<file path="config.mk">
export PLATFORM = sky130hd
export DESIGN_NAME = utf8_to_glyph_slot_mapper_top
export DESIGN_NICKNAME = d
export VERILOG_FILES = /design/src/sv/u2g_pkg.sv /design/src/sv/u2g_range_cmp.sv /design/src/sv/u2g_regs.sv /design/src/sv/utf8_to_glyph_slot_mapper_top.sv
export SDC_FILE = /design/constraint.sdc
export NUM_CORES = 1
export LEC_CHECK = 0
export BUFFER_PORTS_ARGS = -buffer_cell sky130_fd_sc_hd__buf_4
export CAP_MARGIN = 20
export CORE_MARGIN = 8
export CORE_UTILIZATION = 50
export DETAILED_ROUTE_END_ITERATION = 10
export GPL_TIMING_DRIVEN = 1
export HOLD_SLACK_MARGIN = 0.12
export PLACE_DENSITY = 0.75
export SKIP_CTS_REPAIR_TIMING = 1
export SLEW_MARGIN = 40
export SYNTH_ARGS = -nofsm -noshare
export SYNTH_HDL_FRONTEND = slang
export SYNTH_SLANG_ARGS = --single-unit
</file>
<file path="constraint.sdc">
create_clock -name aclk -period 8.6 [get_ports aclk]
set_clock_uncertainty 0.2 [all_clocks]
set_input_delay 0 -clock aclk [delete_from_list [all_inputs] [get_ports aclk]]
set_output_delay 0 -clock aclk [all_outputs]
set_load 0.005 [all_outputs]
</file>
<file path="src/sv/u2g_pkg.sv">
`timescale 1ns / 1ps
// ----------------------------------------------------------------------------
// u2g_pkg
// Shared types and constants for the UTF-8 to glyph slot mapper.
// ----------------------------------------------------------------------------
package u2g_pkg;

    localparam int CP_W    = 21;  // code point width
    localparam int LEN_W   = 3;   // sequence length width
    localparam int REM_W   = 2;   // continuation bytes still expected
    localparam int RNG_W   = 2;   // range number width
    localparam int RIU_W   = 2;   // ranges_in_use register width
    localparam int BYTE_W  = 8;
    localparam int ASCII_W = 7;

    // Register map, word index taken from paddr[4:2]
    localparam int          AIDX_W            = 3;
    localparam logic [2:0]  REG_RANGES_IN_USE = 3'd0;
    localparam logic [2:0]  REG_RANGE0_FIRST  = 3'd1;
    localparam logic [2:0]  REG_RANGE0_COUNT  = 3'd2;
    localparam int          REG_RANGE_STRIDE  = 2;

    // Reset values of the register file
    localparam logic [RIU_W-1:0] RANGES_IN_USE_RST = 2'd1;
    localparam logic [CP_W-1:0]  RANGE0_FIRST_RST  = 21'd32;
    localparam logic [CP_W-1:0]  RANGE0_COUNT_RST  = 21'd95;

    // Lead and continuation byte classes
    localparam logic [7:0] LEAD2_MASK = 8'hE0;
    localparam logic [7:0] LEAD2_TAG  = 8'hC0;
    localparam logic [7:0] LEAD3_MASK = 8'hF0;
    localparam logic [7:0] LEAD3_TAG  = 8'hE0;
    localparam logic [7:0] LEAD4_MASK = 8'hF8;
    localparam logic [7:0] LEAD4_TAG  = 8'hF0;
    localparam logic [1:0] CONT_TAG   = 2'b10;

    localparam logic [CP_W-1:0] DASH_CP = 21'h00002D;

    typedef enum logic [1:0] {
        ST_IDLE,
        ST_SEARCH,
        ST_EMIT
    } state_t;

    // Request and response of the shared range compare unit
    typedef struct packed {
        logic [CP_W-1:0] probe;
        logic [CP_W-1:0] first;
        logic [CP_W-1:0] count;
    } cmp_req_t;

    typedef struct packed {
        logic            hit;
        logic [CP_W-1:0] offset;
    } cmp_rsp_t;

endpackage

</file>
<file path="src/sv/u2g_range_cmp.sv">
`timescale 1ns / 1ps
`default_nettype none
// ----------------------------------------------------------------------------
// u2g_range_cmp
// Shared range compare unit: tests first <= probe < first + count.
// ----------------------------------------------------------------------------
module u2g_range_cmp (
    input  wire  u2g_pkg::cmp_req_t req,
    output logic                    rsp_hit,
    output logic [u2g_pkg::CP_W-1:0] rsp_offset
);

    logic [u2g_pkg::CP_W:0] limit;

    // Range end needs one extra bit; first + count may pass 2^21
    assign limit      = {1'b0, req.first} + {1'b0, req.count};
    assign rsp_hit    = (req.probe >= req.first) && ({1'b0, req.probe} < limit);
    assign rsp_offset = req.probe - req.first;

endmodule
`default_nettype wire

</file>
<file path="src/sv/u2g_regs.sv">
`timescale 1ns / 1ps
`default_nettype none
// ----------------------------------------------------------------------------
// u2g_regs
// APB register file holding the range count and the code-point ranges.
// ----------------------------------------------------------------------------
module u2g_regs #(
    parameter int MAX_RANGES = 3
) (
    input  wire                               aclk,
    input  wire                               aresetn,
    input  wire                               psel,
    input  wire                               penable,
    input  wire                               pwrite,
    input  wire  [4:0]                        paddr,
    input  wire  [31:0]                       pwdata,
    output logic [31:0]                       prdata,
    output logic                              pready,
    output logic [u2g_pkg::RIU_W-1:0]         ranges_in_use,
    output logic [u2g_pkg::CP_W-1:0]          range_first [MAX_RANGES],
    output logic [u2g_pkg::CP_W-1:0]          range_span  [MAX_RANGES]
);

    logic [u2g_pkg::RIU_W-1:0] riu_reg;
    logic [u2g_pkg::CP_W-1:0]  first_reg [MAX_RANGES];
    logic [u2g_pkg::CP_W-1:0]  count_reg [MAX_RANGES];
    logic [u2g_pkg::AIDX_W-1:0] widx;
    logic                       wr_en;

    assign pready = 1'b1;
    assign widx   = paddr[4:2];
    assign wr_en  = psel && penable && pwrite && pready;

    always_ff @(posedge aclk) begin
        if (!aresetn) begin
            riu_reg <= u2g_pkg::RANGES_IN_USE_RST;
            for (int i = 0; i < MAX_RANGES; i++) begin
                first_reg[i] <= (i == 0) ? u2g_pkg::RANGE0_FIRST_RST : '0;
                count_reg[i] <= (i == 0) ? u2g_pkg::RANGE0_COUNT_RST : '0;
            end
        end else if (wr_en) begin
            if (widx == u2g_pkg::REG_RANGES_IN_USE) begin
                riu_reg <= pwdata[u2g_pkg::RIU_W-1:0];
            end
            for (int i = 0; i < MAX_RANGES; i++) begin
                if (widx == u2g_pkg::REG_RANGE0_FIRST
                        + u2g_pkg::AIDX_W'(u2g_pkg::REG_RANGE_STRIDE * i)) begin
                    first_reg[i] <= pwdata[u2g_pkg::CP_W-1:0];
                end
                if (widx == u2g_pkg::REG_RANGE0_COUNT
                        + u2g_pkg::AIDX_W'(u2g_pkg::REG_RANGE_STRIDE * i)) begin
                    count_reg[i] <= pwdata[u2g_pkg::CP_W-1:0];
                end
            end
        end
    end

    // Read back; unmapped words read as zero
    always_comb begin
        prdata = '0;
        if (widx == u2g_pkg::REG_RANGES_IN_USE) begin
            prdata = {{(32 - u2g_pkg::RIU_W){1'b0}}, riu_reg};
        end
        for (int i = 0; i < MAX_RANGES; i++) begin
            if (widx == u2g_pkg::REG_RANGE0_FIRST
                    + u2g_pkg::AIDX_W'(u2g_pkg::REG_RANGE_STRIDE * i)) begin
                prdata = {{(32 - u2g_pkg::CP_W){1'b0}}, first_reg[i]};
            end
            if (widx == u2g_pkg::REG_RANGE0_COUNT
                    + u2g_pkg::AIDX_W'(u2g_pkg::REG_RANGE_STRIDE * i)) begin
                prdata = {{(32 - u2g_pkg::CP_W){1'b0}}, count_reg[i]};
            end
        end
    end

    assign ranges_in_use = riu_reg;
    assign range_first   = first_reg;
    assign range_span    = count_reg;

endmodule
`default_nettype wire

</file>
<file path="src/sv/utf8_to_glyph_slot_mapper_top.sv">
`timescale 1ns / 1ps
`default_nettype none
// ----------------------------------------------------------------------------
// utf8_to_glyph_slot_mapper_top
// Decodes a UTF-8 byte stream into code points and maps each code point to a
// glyph range number and slot offset through a sequenced range search.
// ----------------------------------------------------------------------------
// Sequence: a byte that yields no result is taken while idle and leaves the
//   sequencer idle. A byte that yields a result is accepted, then searched
//   over L ranges (L = min(ranges_in_use, MAX_RANGES)), with a dash pass after
//   a miss, and loaded into the output register once m_tready frees it.
// Throughput: one compare per cycle through the shared range compare unit; a
//   byte that yields two results (bad continuation) runs the search twice.
// s_tready is high only while the sequencer idles.
// Reset: synchronous, active low; control registers take their reset values and the
//   decoder drops any pending sequence. No clearing pass.
// ----------------------------------------------------------------------------
module utf8_to_glyph_slot_mapper_top #(
    parameter int MAX_RANGES = 3
) (
    input  wire         aclk,
    input  wire         aresetn,
    // Input byte stream
    input  wire         s_tvalid,
    output logic        s_tready,
    input  wire  [7:0]  s_tdata,   // [7:0] text_byte
    // Result stream
    output logic        m_tvalid,
    input  wire         m_tready,
    output logic [47:0] m_tdata,   // [20:0] code_point, [23:21] seq_length,
                                   // [25:24] range_number, [46:26] slot_offset
    output logic [2:0]  m_tuser,   // [0] malformed, [1] fallback_used,
                                   // [2] glyph_missing
    // Configuration
    input  wire         psel,
    input  wire         penable,
    input  wire         pwrite,
    input  wire  [4:0]  paddr,
    input  wire  [31:0] pwdata,
    output logic [31:0] prdata,
    output logic        pready
);

    localparam int CP_W  = u2g_pkg::CP_W;
    localparam int LEN_W = u2g_pkg::LEN_W;
    localparam int REM_W = u2g_pkg::REM_W;
    localparam int RNG_W = u2g_pkg::RNG_W;
    localparam int AW    = u2g_pkg::ASCII_W;
    // Search counter must reach the range count itself; index needs less
    localparam int CNT_W = $clog2(MAX_RANGES + 1);
    localparam int IDX_W = (MAX_RANGES > 1) ? $clog2(MAX_RANGES) : 1;

    // ------------------------------------------------------------------
    // Configuration registers
    // ------------------------------------------------------------------
    logic [u2g_pkg::RIU_W-1:0] ranges_in_use;
    logic [CP_W-1:0]           range_first [MAX_RANGES];
    logic [CP_W-1:0]           range_span  [MAX_RANGES];

    u2g_regs #(
        .MAX_RANGES (MAX_RANGES)
    ) u_regs (
        .aclk          (aclk),
        .aresetn       (aresetn),
        .psel          (psel),
        .penable       (penable),
        .pwrite        (pwrite),
        .paddr         (paddr),
        .pwdata        (pwdata),
        .prdata        (prdata),
        .pready        (pready),
        .ranges_in_use (ranges_in_use),
        .range_first   (range_first),
        .range_span    (range_span)
    );

    // ------------------------------------------------------------------
    // State
    // ------------------------------------------------------------------
    u2g_pkg::state_t state_reg, state_next;

    // Decoder state: partial code point, bytes still expected, total length
    logic [CP_W-1:0]  partial_reg, partial_next;
    logic [REM_W-1:0] rem_reg, rem_next;
    logic [LEN_W-1:0] seqlen_reg, seqlen_next;

    // Second result held back while the first one is searched
    logic             pend_valid_reg, pend_valid_next;
    logic [AW-1:0]    pend_cp_reg, pend_cp_next;
    logic             pend_bad_reg, pend_bad_next;

    // Search sequencer
    logic [CP_W-1:0]  cur_cp_reg, cur_cp_next;
    logic [LEN_W-1:0] cur_len_reg, cur_len_next;
    logic             cur_bad_reg, cur_bad_next;
    logic             fb_reg, fb_next;
    logic [CNT_W-1:0] idx_reg, idx_next;
    logic             miss_reg, miss_next;
    logic [RNG_W-1:0] num_reg, num_next;
    logic [CP_W-1:0]  off_reg, off_next;

    // Output register
    logic             m_tvalid_reg, m_tvalid_next;
    logic [CP_W-1:0]  out_cp_reg, out_cp_next;
    logic [LEN_W-1:0] out_len_reg, out_len_next;
    logic             out_bad_reg, out_bad_next;
    logic             out_fb_reg, out_fb_next;
    logic             out_miss_reg, out_miss_next;
    logic [RNG_W-1:0] out_num_reg, out_num_next;
    logic [CP_W-1:0]  out_off_reg, out_off_next;

    // ------------------------------------------------------------------
    // Byte decoder
    // ------------------------------------------------------------------
    logic             s_accept;
    logic             b_cont;
    logic [CP_W-1:0]  cont_part;
    logic [REM_W-1:0] rem_dec;

    logic             lead_emit;
    logic [AW-1:0]    lead_cp;
    logic             lead_bad;
    logic [CP_W-1:0]  lead_part;
    logic [REM_W-1:0] lead_rem;
    logic [LEN_W-1:0] lead_len;

    logic             dec_emit;
    logic [CP_W-1:0]  dec_cp;
    logic [LEN_W-1:0] dec_len;
    logic             dec_bad;
    logic             dec_pend;
    logic [CP_W-1:0]  dec_part;
    logic [REM_W-1:0] dec_rem;
    logic [LEN_W-1:0] dec_seqlen;

    assign s_tready  = (state_reg == u2g_pkg::ST_IDLE);
    assign s_accept  = s_tvalid && s_tready;
    assign b_cont    = (s_tdata[7:6] == u2g_pkg::CONT_TAG);
    assign cont_part = {partial_reg[CP_W-7:0], s_tdata[5:0]};
    assign rem_dec   = rem_reg - REM_W'(1);

    // Classify a byte seen as a lead: ASCII, 2/3/4-byte lead, zero or stray
    always_comb begin
        lead_emit = 1'b0;
        lead_cp   = '0;
        lead_bad  = 1'b0;
        lead_part = '0;
        lead_rem  = '0;
        lead_len  = '0;
        priority if (s_tdata == '0) begin
            // End of text: nothing to report
        end else if (!s_tdata[7]) begin
            lead_emit = 1'b1;
            lead_cp   = s_tdata[AW-1:0];
        end else if ((s_tdata & u2g_pkg::LEAD2_MASK) == u2g_pkg::LEAD2_TAG) begin
            lead_part = CP_W'(s_tdata[4:0]);
            lead_rem  = REM_W'(1);
            lead_len  = LEN_W'(2);
        end else if ((s_tdata & u2g_pkg::LEAD3_MASK) == u2g_pkg::LEAD3_TAG) begin
            lead_part = CP_W'(s_tdata[3:0]);
            lead_rem  = REM_W'(2);
            lead_len  = LEN_W'(3);
        end else if ((s_tdata & u2g_pkg::LEAD4_MASK) == u2g_pkg::LEAD4_TAG) begin
            lead_part = CP_W'(s_tdata[2:0]);
            lead_rem  = REM_W'(3);
            lead_len  = LEN_W'(4);
        end else begin
            // Stray continuation or invalid lead
            lead_emit = 1'b1;
            lead_bad  = 1'b1;
        end
    end

    // Merge pending-sequence handling with the lead classification
    always_comb begin
        dec_emit   = 1'b0;
        dec_cp     = '0;
        dec_len    = LEN_W'(1);
        dec_bad    = 1'b0;
        dec_pend   = 1'b0;
        dec_part   = lead_part;
        dec_rem    = lead_rem;
        dec_seqlen = lead_len;
        priority if (rem_reg != '0 && b_cont) begin
            // Continuation: append six bits; finish when the count runs out
            if (rem_dec == '0) begin
                dec_emit   = 1'b1;
                dec_cp     = cont_part;
                dec_len    = seqlen_reg;
                dec_part   = '0;
                dec_rem    = '0;
                dec_seqlen = '0;
            end else begin
                dec_part   = cont_part;
                dec_rem    = rem_dec;
                dec_seqlen = seqlen_reg;
            end
        end else if (rem_reg != '0) begin
            // Broken sequence: report it, then reprocess the byte as a lead
            dec_emit = 1'b1;
            dec_bad  = 1'b1;
            dec_pend = lead_emit;
        end else begin
            dec_emit = lead_emit;
            dec_cp   = CP_W'(lead_cp);
            dec_bad  = lead_bad;
        end
    end

    // ------------------------------------------------------------------
    // Shared range compare unit
    // ------------------------------------------------------------------
    u2g_pkg::cmp_req_t cmp_req;
    logic              cmp_hit;
    logic [CP_W-1:0]   cmp_off;
    logic [CNT_W-1:0]  lim;
    logic              at_end;
    logic              srch_done;
    logic              out_free;

    // Searched ranges: ranges_in_use clamped to what the block stores
    assign lim = (CNT_W'(ranges_in_use) > CNT_W'(MAX_RANGES) ||
                  {{(2 + CNT_W){1'b0}}, ranges_in_use} > (2 + CNT_W + 2)'(MAX_RANGES))
                 ? CNT_W'(MAX_RANGES) : CNT_W'(ranges_in_use);
    assign at_end = (idx_reg == lim);

    always_comb begin
        cmp_req.probe = fb_reg ? u2g_pkg::DASH_CP : cur_cp_reg;
        cmp_req.first = '0;
        cmp_req.count = '0;
        if (!at_end) begin
            cmp_req.first = range_first[idx_reg[IDX_W-1:0]];
            cmp_req.count = range_span[idx_reg[IDX_W-1:0]];
        end
    end

    u2g_range_cmp u_cmp (
        .req        (cmp_req),
        .rsp_hit    (cmp_hit),
        .rsp_offset (cmp_off)
    );

    assign srch_done = at_end ? fb_reg : cmp_hit;
    assign out_free  = !m_tvalid_reg || m_tready;

    // ------------------------------------------------------------------
    // Sequencer: next state
    // ------------------------------------------------------------------
    always_comb begin
        state_next = state_reg;
        unique case (state_reg)
            u2g_pkg::ST_IDLE: begin
                if (s_accept && dec_emit) begin
                    state_next = u2g_pkg::ST_SEARCH;
                end
            end
            u2g_pkg::ST_SEARCH: begin
                if (srch_done) begin
                    state_next = u2g_pkg::ST_EMIT;
                end
            end
            u2g_pkg::ST_EMIT: begin
                if (out_free) begin
                    state_next = pend_valid_reg ? u2g_pkg::ST_SEARCH : u2g_pkg::ST_IDLE;
                end
            end
            default: begin
                state_next = u2g_pkg::ST_IDLE;
            end
        endcase
    end

    // ------------------------------------------------------------------
    // Sequencer: datapath
    // ------------------------------------------------------------------
    always_comb begin
        partial_next    = partial_reg;
        rem_next        = rem_reg;
        seqlen_next     = seqlen_reg;
        pend_valid_next = pend_valid_reg;
        pend_cp_next    = pend_cp_reg;
        pend_bad_next   = pend_bad_reg;
        cur_cp_next     = cur_cp_reg;
        cur_len_next    = cur_len_reg;
        cur_bad_next    = cur_bad_reg;
        fb_next         = fb_reg;
        idx_next        = idx_reg;
        miss_next       = miss_reg;
        num_next        = num_reg;
        off_next        = off_reg;
        m_tvalid_next   = m_tvalid_reg && !m_tready;
        out_cp_next     = out_cp_reg;
        out_len_next    = out_len_reg;
        out_bad_next    = out_bad_reg;
        out_fb_next     = out_fb_reg;
        out_miss_next   = out_miss_reg;
        out_num_next    = out_num_reg;
        out_off_next    = out_off_reg;

        unique case (state_reg)
            u2g_pkg::ST_IDLE: begin
                if (s_accept) begin
                    partial_next    = dec_part;
                    rem_next        = dec_rem;
                    seqlen_next     = dec_seqlen;
                    pend_valid_next = dec_pend;
                    pend_cp_next    = lead_cp;
                    pend_bad_next   = lead_bad;
                    cur_cp_next     = dec_cp;
                    cur_len_next    = dec_len;
                    cur_bad_next    = dec_bad;
                    fb_next         = 1'b0;
                    idx_next        = '0;
                end
            end
            u2g_pkg::ST_SEARCH: begin
                if (at_end) begin
                    // No range held the probe: retry with dash, else give up
                    if (fb_reg) begin
                        miss_next = 1'b1;
                        num_next  = '0;
                        off_next  = '0;
                    end else begin
                        fb_next  = 1'b1;
                        idx_next = '0;
                    end
                end else if (cmp_hit) begin
                    miss_next = 1'b0;
                    num_next  = RNG_W'(idx_reg);
                    off_next  = cmp_off;
                end else begin
                    idx_next = idx_reg + CNT_W'(1);
                end
            end
            u2g_pkg::ST_EMIT: begin
                if (out_free) begin
                    m_tvalid_next = 1'b1;
                    out_cp_next   = cur_cp_reg;
                    out_len_next  = cur_len_reg;
                    out_bad_next  = cur_bad_reg;
                    out_fb_next   = fb_reg;
                    out_miss_next = miss_reg;
                    out_num_next  = num_reg;
                    out_off_next  = off_reg;
                    if (pend_valid_reg) begin
                        // Advance to the byte reprocessed as a lead
                        pend_valid_next = 1'b0;
                        cur_cp_next     = CP_W'(pend_cp_reg);
                        cur_len_next    = LEN_W'(1);
                        cur_bad_next    = pend_bad_reg;
                        fb_next         = 1'b0;
                        idx_next        = '0;
                    end
                end
            end
            default: begin
            end
        endcase
    end

    // ------------------------------------------------------------------
    // Registers
    // ------------------------------------------------------------------
    always_ff @(posedge aclk) begin
        if (!aresetn) begin
            state_reg      <= u2g_pkg::ST_IDLE;
            partial_reg    <= '0;
            rem_reg        <= '0;
            seqlen_reg     <= '0;
            pend_valid_reg <= 1'b0;
            m_tvalid_reg   <= 1'b0;
        end else begin
            state_reg      <= state_next;
            partial_reg    <= partial_next;
            rem_reg        <= rem_next;
            seqlen_reg     <= seqlen_next;
            pend_valid_reg <= pend_valid_next;
            m_tvalid_reg   <= m_tvalid_next;
        end
    end

    always_ff @(posedge aclk) begin
        pend_cp_reg  <= pend_cp_next;
        pend_bad_reg <= pend_bad_next;
        cur_cp_reg   <= cur_cp_next;
        cur_len_reg  <= cur_len_next;
        cur_bad_reg  <= cur_bad_next;
        fb_reg       <= fb_next;
        idx_reg      <= idx_next;
        miss_reg     <= miss_next;
        num_reg      <= num_next;
        off_reg      <= off_next;
        out_cp_reg   <= out_cp_next;
        out_len_reg  <= out_len_next;
        out_bad_reg  <= out_bad_next;
        out_fb_reg   <= out_fb_next;
        out_miss_reg <= out_miss_next;
        out_num_reg  <= out_num_next;
        out_off_reg  <= out_off_next;
    end

    // ------------------------------------------------------------------
    // Output packing
    // ------------------------------------------------------------------
    assign m_tvalid = m_tvalid_reg;
    assign m_tdata  = {1'b0, out_off_reg, out_num_reg, out_len_reg, out_cp_reg};
    assign m_tuser  = {out_miss_reg, out_fb_reg, out_bad_reg};

`ifndef ASSERT_OFF
    // A missing glyph only follows a failed dash lookup and reports slot zero
    a_miss_after_fb: assert property (@(posedge aclk) disable iff (!aresetn)
        m_tvalid && m_tuser[2] |-> m_tuser[1] && m_tdata[46:24] == '0)
        else $error("glyph_missing without fallback or with nonzero slot");

    // Malformed results carry code point zero and length one
    a_bad_shape: assert property (@(posedge aclk) disable iff (!aresetn)
        m_tvalid && m_tuser[0] |-> m_tdata[20:0] == '0 && m_tdata[23:21] == LEN_W'(1))
        else $error("malformed result with nonzero code point or length");

    // A held-back second result never survives a return to idle
    a_pend_busy: assert property (@(posedge aclk) disable iff (!aresetn)
        pend_valid_reg |-> state_reg != u2g_pkg::ST_IDLE)
        else $error("pending result left behind in idle");

    // While a sequence is open its length exceeds the bytes still expected
    a_seq_len: assert property (@(posedge aclk) disable iff (!aresetn)
        rem_reg != '0 |-> seqlen_reg > LEN_W'(rem_reg))
        else $error("sequence length inconsistent with remaining bytes");

    // The search counter never runs past the searched ranges
    a_idx_bound: assert property (@(posedge aclk) disable iff (!aresetn)
        state_reg == u2g_pkg::ST_SEARCH |-> idx_reg <= lim)
        else $error("range search index out of bounds");
`endif

endmodule
`default_nettype wire
</file>
# [Word-level counts from Yosys, hierarchy flattened]
# Cells that the tools add are included.
[totals] in_bits=52 reg_bits=262 elab_cells=198 output_inout_bits=86
[classes] eq_ne=23 bitwise_logic=1 n_reduce_logical=34 muxes=102 addsub=4 n_lt_le_gt_ge=4
[ops] operator="21-bit two-way mux" n=19
[ops] operator="21-bit binary-select mux with 2-bit select" n=2
[ops] operator="2-bit two-way mux" n=21
[ops] operator="42-bit two-way mux" n=1
[ops] operator="21-bit case mux with 2 select lines" n=1
[ops] operator="3-bit two-way mux" n=13
[ops] operator="1-bit two-way mux" n=30
[ops] operator="15-bit two-way mux" n=2
[ops] operator="21-bit by 21-bit adder with 22-bit output" n=1
[ops] operator="21-bit by 22-bit < comparator with 1-bit output" n=1
[ops] operator="21-bit >= comparator" n=1
[ops] operator="7-bit two-way mux" n=3
[ops] operator="21-bit subtractor" n=1
[ops] operator="2-bit AND reduction" n=9
[ops] operator="5-bit two-way mux" n=3
[ops] operator="3-bit equality test, second input constant" n=4
[ops] operator="2-bit case mux with 3 select lines" n=2
[ops] operator="3-bit AND reduction" n=4
[ops] operator="2-bit != test, second input constant" n=5
[ops] operator="8-bit zero test" n=1
[ops] operator="1-bit logical AND" n=7
[ops] operator="3-bit by 2-bit equality test with 1-bit output, second input constant" n=2
[ops] operator="2-bit by 1-bit != test with 1-bit output, second input constant" n=3
[ops] operator="3-bit != test, second input constant" n=2
[ops] operator="24 further kinds" n=30

# [Depth between registers and ports, before layout]
[depth] depth_word=11 ltp_mapped=25 ltp_nobuf=22

# [By module]
# A second synthesis with hierarchy kept.
[unflattened] hier_cells=1486 hier_area_um2=14461.4
[modules_own_cells] mod="utf8_to_glyph_slot_mapper_top" cells_per_inst=548 area_each_um2=6149.6 instances=1 seq_area_each_um2=3783.6
[modules_own_cells] mod="u2g_regs" cells_per_inst=598 area_each_um2=5831.8 instances=1 seq_area_each_um2=2562.5
[modules_own_cells] mod="u2g_range_cmp" cells_per_inst=340 area_each_um2=2479.9 instances=1 seq_area_each_um2=0.0

# [Least setup slack after synthesis]
# No wires, ideal clock.
[synth_path] kind="register -> register" from="register idx_reg[1]" to="register miss_reg (enable)" path_slack_ns=2.218 path_buffers=3 setup_ns=0.405 path_stages_with_launch=26 synth_period_minus_slack_ns=6.382 t_arrival_ns=5.777 required_ns=7.995 cell_sequence="edfxtp_1 buf_2 xnor2_1 nand2_1 inv_1 clkbuf_1 buf_1 nor2_1 ha_1 fa_1 a21o_1 a21oi_2 o21ai_1 a211oi_1 a31oi_1 a21o_1 a21oi_1 xor2_1 ha_1 nand3_1 nor2_1 a221oi_1 o21ai_0 o211a_1 a211o_1 nor2_1"
[synth_between] elab_chain_cells=10 elab_cells_between_ends=16 cone_classes="1 x add/sub; 2 x order compare; 2 x eq/ne; 7 x mux; 1 x bitwise; 3 x reduce/logical"
[synth_rtl] item="from (decl)" line_no="utf8_to_glyph_slot_mapper_top.sv:97" source="logic [CNT_W-1:0] idx_reg, idx_next;"
[synth_rtl] item="from (signal assigned)" line_no="utf8_to_glyph_slot_mapper_top.sv:389" source="idx_reg <= idx_next;"
[synth_rtl] item="2-bit NOT with 3-bit output (not written as such)" line_no="utf8_to_glyph_slot_mapper_top.sv:232, utf8_to_glyph_slot_mapper_top.sv:233"
[synth_rtl] item="21-bit binary-select mux with 2-bit select, on equally long branches" line_no="utf8_to_glyph_slot_mapper_top.sv:232, utf8_to_glyph_slot_mapper_top.sv:233"
[synth_rtl] item="21-bit two-way mux, on equally long branches (2 in a row)" line_no="utf8_to_glyph_slot_mapper_top.sv:232, utf8_to_glyph_slot_mapper_top.sv:233"
[synth_rtl] item="42-bit two-way mux" line_no="utf8_to_glyph_slot_mapper_top.sv:231" source="if (!at_end) begin"
[synth_rtl] item="21-bit by 21-bit adder with 22-bit output" line_no="u2g_range_cmp.sv:16" source="assign limit = {1'b0, req.first} + {1'b0, req.count};"
[synth_rtl] item="21-bit by 22-bit < comparator with 1-bit output" line_no="u2g_range_cmp.sv:17" source="assign rsp_hit = (req.probe >= req.first) && ({1'b0, req.probe} < limit);"
[synth_rtl] item="1-bit logical AND" line_no="u2g_range_cmp.sv:17"
[synth_rtl] item="2-bit nonzero test (no source line)"
[synth_rtl] item="3-bit AND reduction (no source line) (*)"
[synth_rtl] item="to (signal assigned)" line_no="utf8_to_glyph_slot_mapper_top.sv:390" source="miss_reg <= miss_next;"
[synth_rtl] item="to (decl)" line_no="utf8_to_glyph_slot_mapper_top.sv:98" source="logic miss_reg, miss_next;"
# Mark *: on every way between the ends. The rest lies on a longest branch, timed or not. The select of a mux whose other input is x is not followed.
# A chain may end at the register's enable or synchronous reset.

# [Final worst setup path]
[layout_path] from="register idx_reg[0]" to="register off_reg[7] (enable)"
[layout_between] elab_chain_cells=10 elab_cells_between_ends=16 cone_classes="1 x add/sub; 2 x order compare; 2 x eq/ne; 7 x mux; 1 x bitwise; 3 x reduce/logical"
[layout_rtl] item="2-bit NOT with 3-bit output (not written as such)" line_no="utf8_to_glyph_slot_mapper_top.sv:232, utf8_to_glyph_slot_mapper_top.sv:233"
[layout_rtl] item="21-bit binary-select mux with 2-bit select, on equally long branches" line_no="utf8_to_glyph_slot_mapper_top.sv:232, utf8_to_glyph_slot_mapper_top.sv:233"
[layout_rtl] item="21-bit two-way mux, on equally long branches (2 in a row)" line_no="utf8_to_glyph_slot_mapper_top.sv:232, utf8_to_glyph_slot_mapper_top.sv:233"
[layout_rtl] item="42-bit two-way mux" line_no="utf8_to_glyph_slot_mapper_top.sv:231"
[layout_rtl] item="21-bit by 21-bit adder with 22-bit output" line_no="u2g_range_cmp.sv:16"
[layout_rtl] item="21-bit by 22-bit < comparator with 1-bit output" line_no="u2g_range_cmp.sv:17"
[layout_rtl] item="1-bit logical AND" line_no="u2g_range_cmp.sv:17"
[layout_rtl] item="2-bit nonzero test (no source line)"
[layout_rtl] item="3-bit AND reduction (no source line) (*)"
[layout_rtl] item="to (signal assigned)" line_no="utf8_to_glyph_slot_mapper_top.sv:392" source="off_reg <= off_next;"
[layout_rtl] item="to (decl)" line_no="utf8_to_glyph_slot_mapper_top.sv:100" source="logic [CP_W-1:0] off_reg, off_next;"
# Marked as above.

==> metrics.log <==
INFO  metric synthAdderAreaFrac = 0.0582
INFO  metric crit_path_end_kind = register
INFO  metric pwr-share-comb = 0.310
INFO  metric drive_gt1_frac = 0.119
INFO  metric r2r_start = idx_reg[0]
INFO  metric final.setup.tns = 0 ns
INFO  metric clk_pwr_share = 0.323
INFO  metric floorplan.initialDensity = 0.506
INFO  metric global_route.usage.total = 0.216
INFO  metric worstHoldStart = pwdata[20]
INFO  metric static-leakage-power = 0.00671 uW
INFO  metric ys.flop_type = sky130_fd_sc_hd__dfxtp_1
INFO  metric core_area = 28500 sq um
INFO  metric synth_area_per_cell = 8.74 sq um
INFO  metric synthSimpleGateAreaFrac = 0.192
INFO  metric setup_repair_after_global_routing_missed_its_margin = false
INFO  metric wire_per_inst = 18.0 microns
INFO  metric synth_top_family_by_area = simple AND/OR/NAND/NOR gates
INFO  metric crit_path_start_kind = register
INFO  metric final_nets = 1884
INFO  metric async_flop_share = 0
INFO  metric clkTransAtPathRegs = 0.06 ns
INFO  metric dp_slack = 1.97 ns
INFO  metric die_w = 186 microns
INFO  metric dieArea = 34600 sq um
INFO  metric cts-root-to-sink-buffers = 3
INFO  metric cts_buffers = 28
INFO  metric hold_path_class = input port to register
INFO  metric layout_commonest_cell = sky130_fd_sc_hd__nand2_1
INFO  metric slew_headroom = 0.417
INFO  metric crit_path_max_fanout = 46
INFO  metric root_buffer_cell = sky130_fd_sc_hd__clkbuf_16
INFO  metric totalWireLength = 39100 microns
INFO  metric cts_htree_levels = 1
INFO  metric place_congestion = 0.891
INFO  metric globalRouteOverflowTotal = 0
INFO  metric area_growth_syn_to_layout = 18.9%
INFO  metric power_frac_seq = 0.366
INFO  metric cts.sinks = 262
INFO  metric worst_endpoint_required_time = 8.60 ns
INFO  metric outcome = complete, no violations
INFO  metric clock_tree_from_tritoncts = done
INFO  metric vdd_drop_max = 0.156 mV
INFO  metric synthesis.area = 14400 sq um
INFO  metric mostFrequentLayoutCells = sky130_fd_sc_hd__nand2_1 (358), sky130_fd_sc_hd__dfxtp_1 (152), sky130_fd_sc_hd__nor2_1 (139)
INFO  metric timing_worst_setup_path_type = register to register
INFO  metric crit_start = idx_reg[0]
INFO  metric number_of_flops_mapped_to_enable_cells_by_yosys = 110
INFO  metric post-route-period-util = 0.767
INFO  metric r2r_slack = 2.00 ns
INFO  metric first_pass_grt_wire_length = 60100 microns
INFO  metric drv.max_cap_violation_count = 0
INFO  metric worst-slew-pin-transition = 0.875 ns
INFO  metric synth.ff_latch_count = 262
INFO  metric setup_viol = 0
INFO  metric drc = 0
INFO  metric post_drt_via_cell_ratio = 5.64
INFO  metric via_count_of_the_first_global_routing_pass = 11.4k
INFO  metric synth-compound-area-share = 0.184
INFO  metric synthXorXnorAreaFrac = 0.0212
INFO  metric maxClockFrequency = 152 MHz
INFO  metric net-switching-power = 1340 uW
INFO  metric p_per_area = 242 nW/um^2
INFO  metric worstHoldPathCells = 4
INFO  metric drt_first_iter_violations = 948
INFO  metric io_buffers = 111
INFO  metric clk-insertion-delay-late = 0.54 ns
INFO  metric antenna_found_initial = 1
INFO  metric timing_hold_violations_final = 0
INFO  metric synth_cell_types = 61
INFO  metric yosysWarnings = 0
INFO  metric synth.yosys.seq_area_share = 0.440
INFO  metric worst-r2r-cell-count = 25
INFO  metric rows = 62
INFO  metric yosys-mux-area-fraction = 0.0580
INFO  metric synth_cells = 1651
INFO  metric timing.critical_path.arrival = 6.60 ns
INFO  metric detailedRoute.firstPassIterationCount = 5
INFO  metric maximum_number_of_pins_on_one_net_before_global_route_repair = 134
INFO  metric power.switching_fraction = 0.322
INFO  metric final_period_minus_worst_setup_slack = 6.60 ns
INFO  metric p_int = 2820 uW
INFO  metric slew_viol_final = 0
INFO  metric dr_total_vias = 12.3k
INFO  metric dpl.hpwl = 26300 microns
INFO  metric ioPinCount = 138
INFO  metric detail-route-antenna-nets = 0
INFO  metric fin_ws = 2.00 ns
INFO  metric die-height = 186 microns
==> metrics by stage <==
step                      cell area, sq um  std cells   util  total power [uW]  hold WS, ns
after CTS                            16500       2107  0.578              4140       -0.488
after global routing                 17200       2173  0.601              4360        0.121
after floorplan                      14500       1662      -              2450      -0.0760
after global placement               15400       2054  0.540              2770       0.0693
final                                17200       2173  0.601              4150        0.108
after detailed placement             15500       2055  0.542              2800       0.0740
==> cell families (layout without fill, tap and decap cells) <==
| family | count (synthesis) | after routing |
|---|---|---|
| flip-flops | 262 | 262 |
| other | 2 | 14 |
| multiplexers | 80 | 80 |
| AO/OA/AOI/OAI | 396 | 396 |
| XOR/XNOR | 35 | 35 |
| adder cells (fa/ha/maj) | 66 | 66 |
| AND/OR/NAND/NOR | 648 | 648 |
| buffers and inverters | 162 | 288 |
==> area by class of cell <==
cell class	instances	area (sq um)
antenna	1	2.50
clock buffer	33	761
sequential	262	6350
fill	2500	11400
timing repair buffer	188	1580
inverter	48	180
tap	384	480
clock inverter	19	287
multi-input combinational	1238	7530
==> power groups by stage <==
stage | Sequential (uW) | Clock (uW) | Combinational, uW
finish | 1520 | 1340 | 1290
global route | 1530 | 1410 | 1410
CTS | 1520 | 1360 | 1260
detailed placement | 1550 | 0 | 1250
global placement | 1540 | 0 | 1220
floorplan | 1520 | 0 | 924
==> synth_stat cells, types with 4 or more instances <==
cell,number,area [sq um]
sky130_fd_sc_hd__nand2_1,363,1360
sky130_fd_sc_hd__dfxtp_1,152,3040
sky130_fd_sc_hd__nor2_1,143,537
sky130_fd_sc_hd__a21boi_0,124,931
sky130_fd_sc_hd__edfxtp_1,110,3300
sky130_fd_sc_hd__a21oi_1,96,480
sky130_fd_sc_hd__clkbuf_1,83,312
sky130_fd_sc_hd__mux2i_1,69,691
sky130_fd_sc_hd__o21ai_0,66,330
sky130_fd_sc_hd__ha_1,64,801
sky130_fd_sc_hd__inv_1,47,176
sky130_fd_sc_hd__nor2b_1,42,263
sky130_fd_sc_hd__a21o_1,22,165
sky130_fd_sc_hd__a221oi_1,22,193
sky130_fd_sc_hd__and2_1,22,138
sky130_fd_sc_hd__nand3_1,19,95.1
sky130_fd_sc_hd__xnor2_1,19,166
sky130_fd_sc_hd__buf_4,16,120
sky130_fd_sc_hd__nor3_1,16,80.1
sky130_fd_sc_hd__xor2_1,16,140
sky130_fd_sc_hd__nand2b_1,12,75.1
sky130_fd_sc_hd__buf_1,10,37.5
sky130_fd_sc_hd__mux2_2,9,101
sky130_fd_sc_hd__nand4_1,8,50.1
sky130_fd_sc_hd__o21ai_1,8,40.0
sky130_fd_sc_hd__a22o_1,7,61.3
sky130_fd_sc_hd__o21a_1,6,45.0
sky130_fd_sc_hd__a211o_1,5,43.8
sky130_fd_sc_hd__a211oi_1,5,37.5
sky130_fd_sc_hd__a31oi_1,5,31.3
sky130_fd_sc_hd__buf_2,5,25.0
sky130_fd_sc_hd__o21bai_1,5,37.5
sky130_fd_sc_hd__or2_2,5,31.3
sky130_fd_sc_hd__a22oi_1,4,30.0
sky130_fd_sc_hd__o211ai_1,4,30.0
==> routing by layer <==
metal  vias up  part of all wire  global-route usage
li1       5913                 -                   -
met1      5770              0.42               0.286
met2       498              0.46               0.356
met3        73             0.090              0.0363
met5         -                 0                   0
met4         0             0.029              0.0699
==> path summary, 6_finish.rpt <==
kind | to
worst min register to register | out_off_reg[6]
worst max register to register | off_reg[7]
worst max-delay path | off_reg[7]
worst min-delay path | u_regs.range_span[41]
==> critical path, stage by stage (launching register included) <==
cell and delay, ns:
sky130_fd_sc_hd__edfxtp_1 0.36, sky130_fd_sc_hd__buf_4 0.48, sky130_fd_sc_hd__nor2b_4 0.57, sky130_fd_sc_hd__buf_4 0.41, sky130_fd_sc_hd__nand2_1 0.08, sky130_fd_sc_hd__o21ai_0 0.20
sky130_fd_sc_hd__nand2_1 0.19, sky130_fd_sc_hd__inv_1 0.09, sky130_fd_sc_hd__ha_1 0.28, sky130_fd_sc_hd__nand2_1 0.12, sky130_fd_sc_hd__nor2_1 0.06, sky130_fd_sc_hd__a211o_1 0.31
sky130_fd_sc_hd__o211ai_2 0.29, sky130_fd_sc_hd__o21bai_1 0.14, sky130_fd_sc_hd__a21o_1 0.19, sky130_fd_sc_hd__a21oi_1 0.17, sky130_fd_sc_hd__xor2_1 0.17, sky130_fd_sc_hd__ha_1 0.27
sky130_fd_sc_hd__a21o_1 0.16, sky130_fd_sc_hd__a21o_1 0.17, sky130_fd_sc_hd__a21oi_1 0.17, sky130_fd_sc_hd__o21ai_0 0.10, sky130_fd_sc_hd__o211a_1 0.23, sky130_fd_sc_hd__a211o_1 0.39
sky130_fd_sc_hd__nor2_2 0.10, sky130_fd_sc_hd__buf_4 0.30
Note: power is estimated with default switching activity, not from simulation.
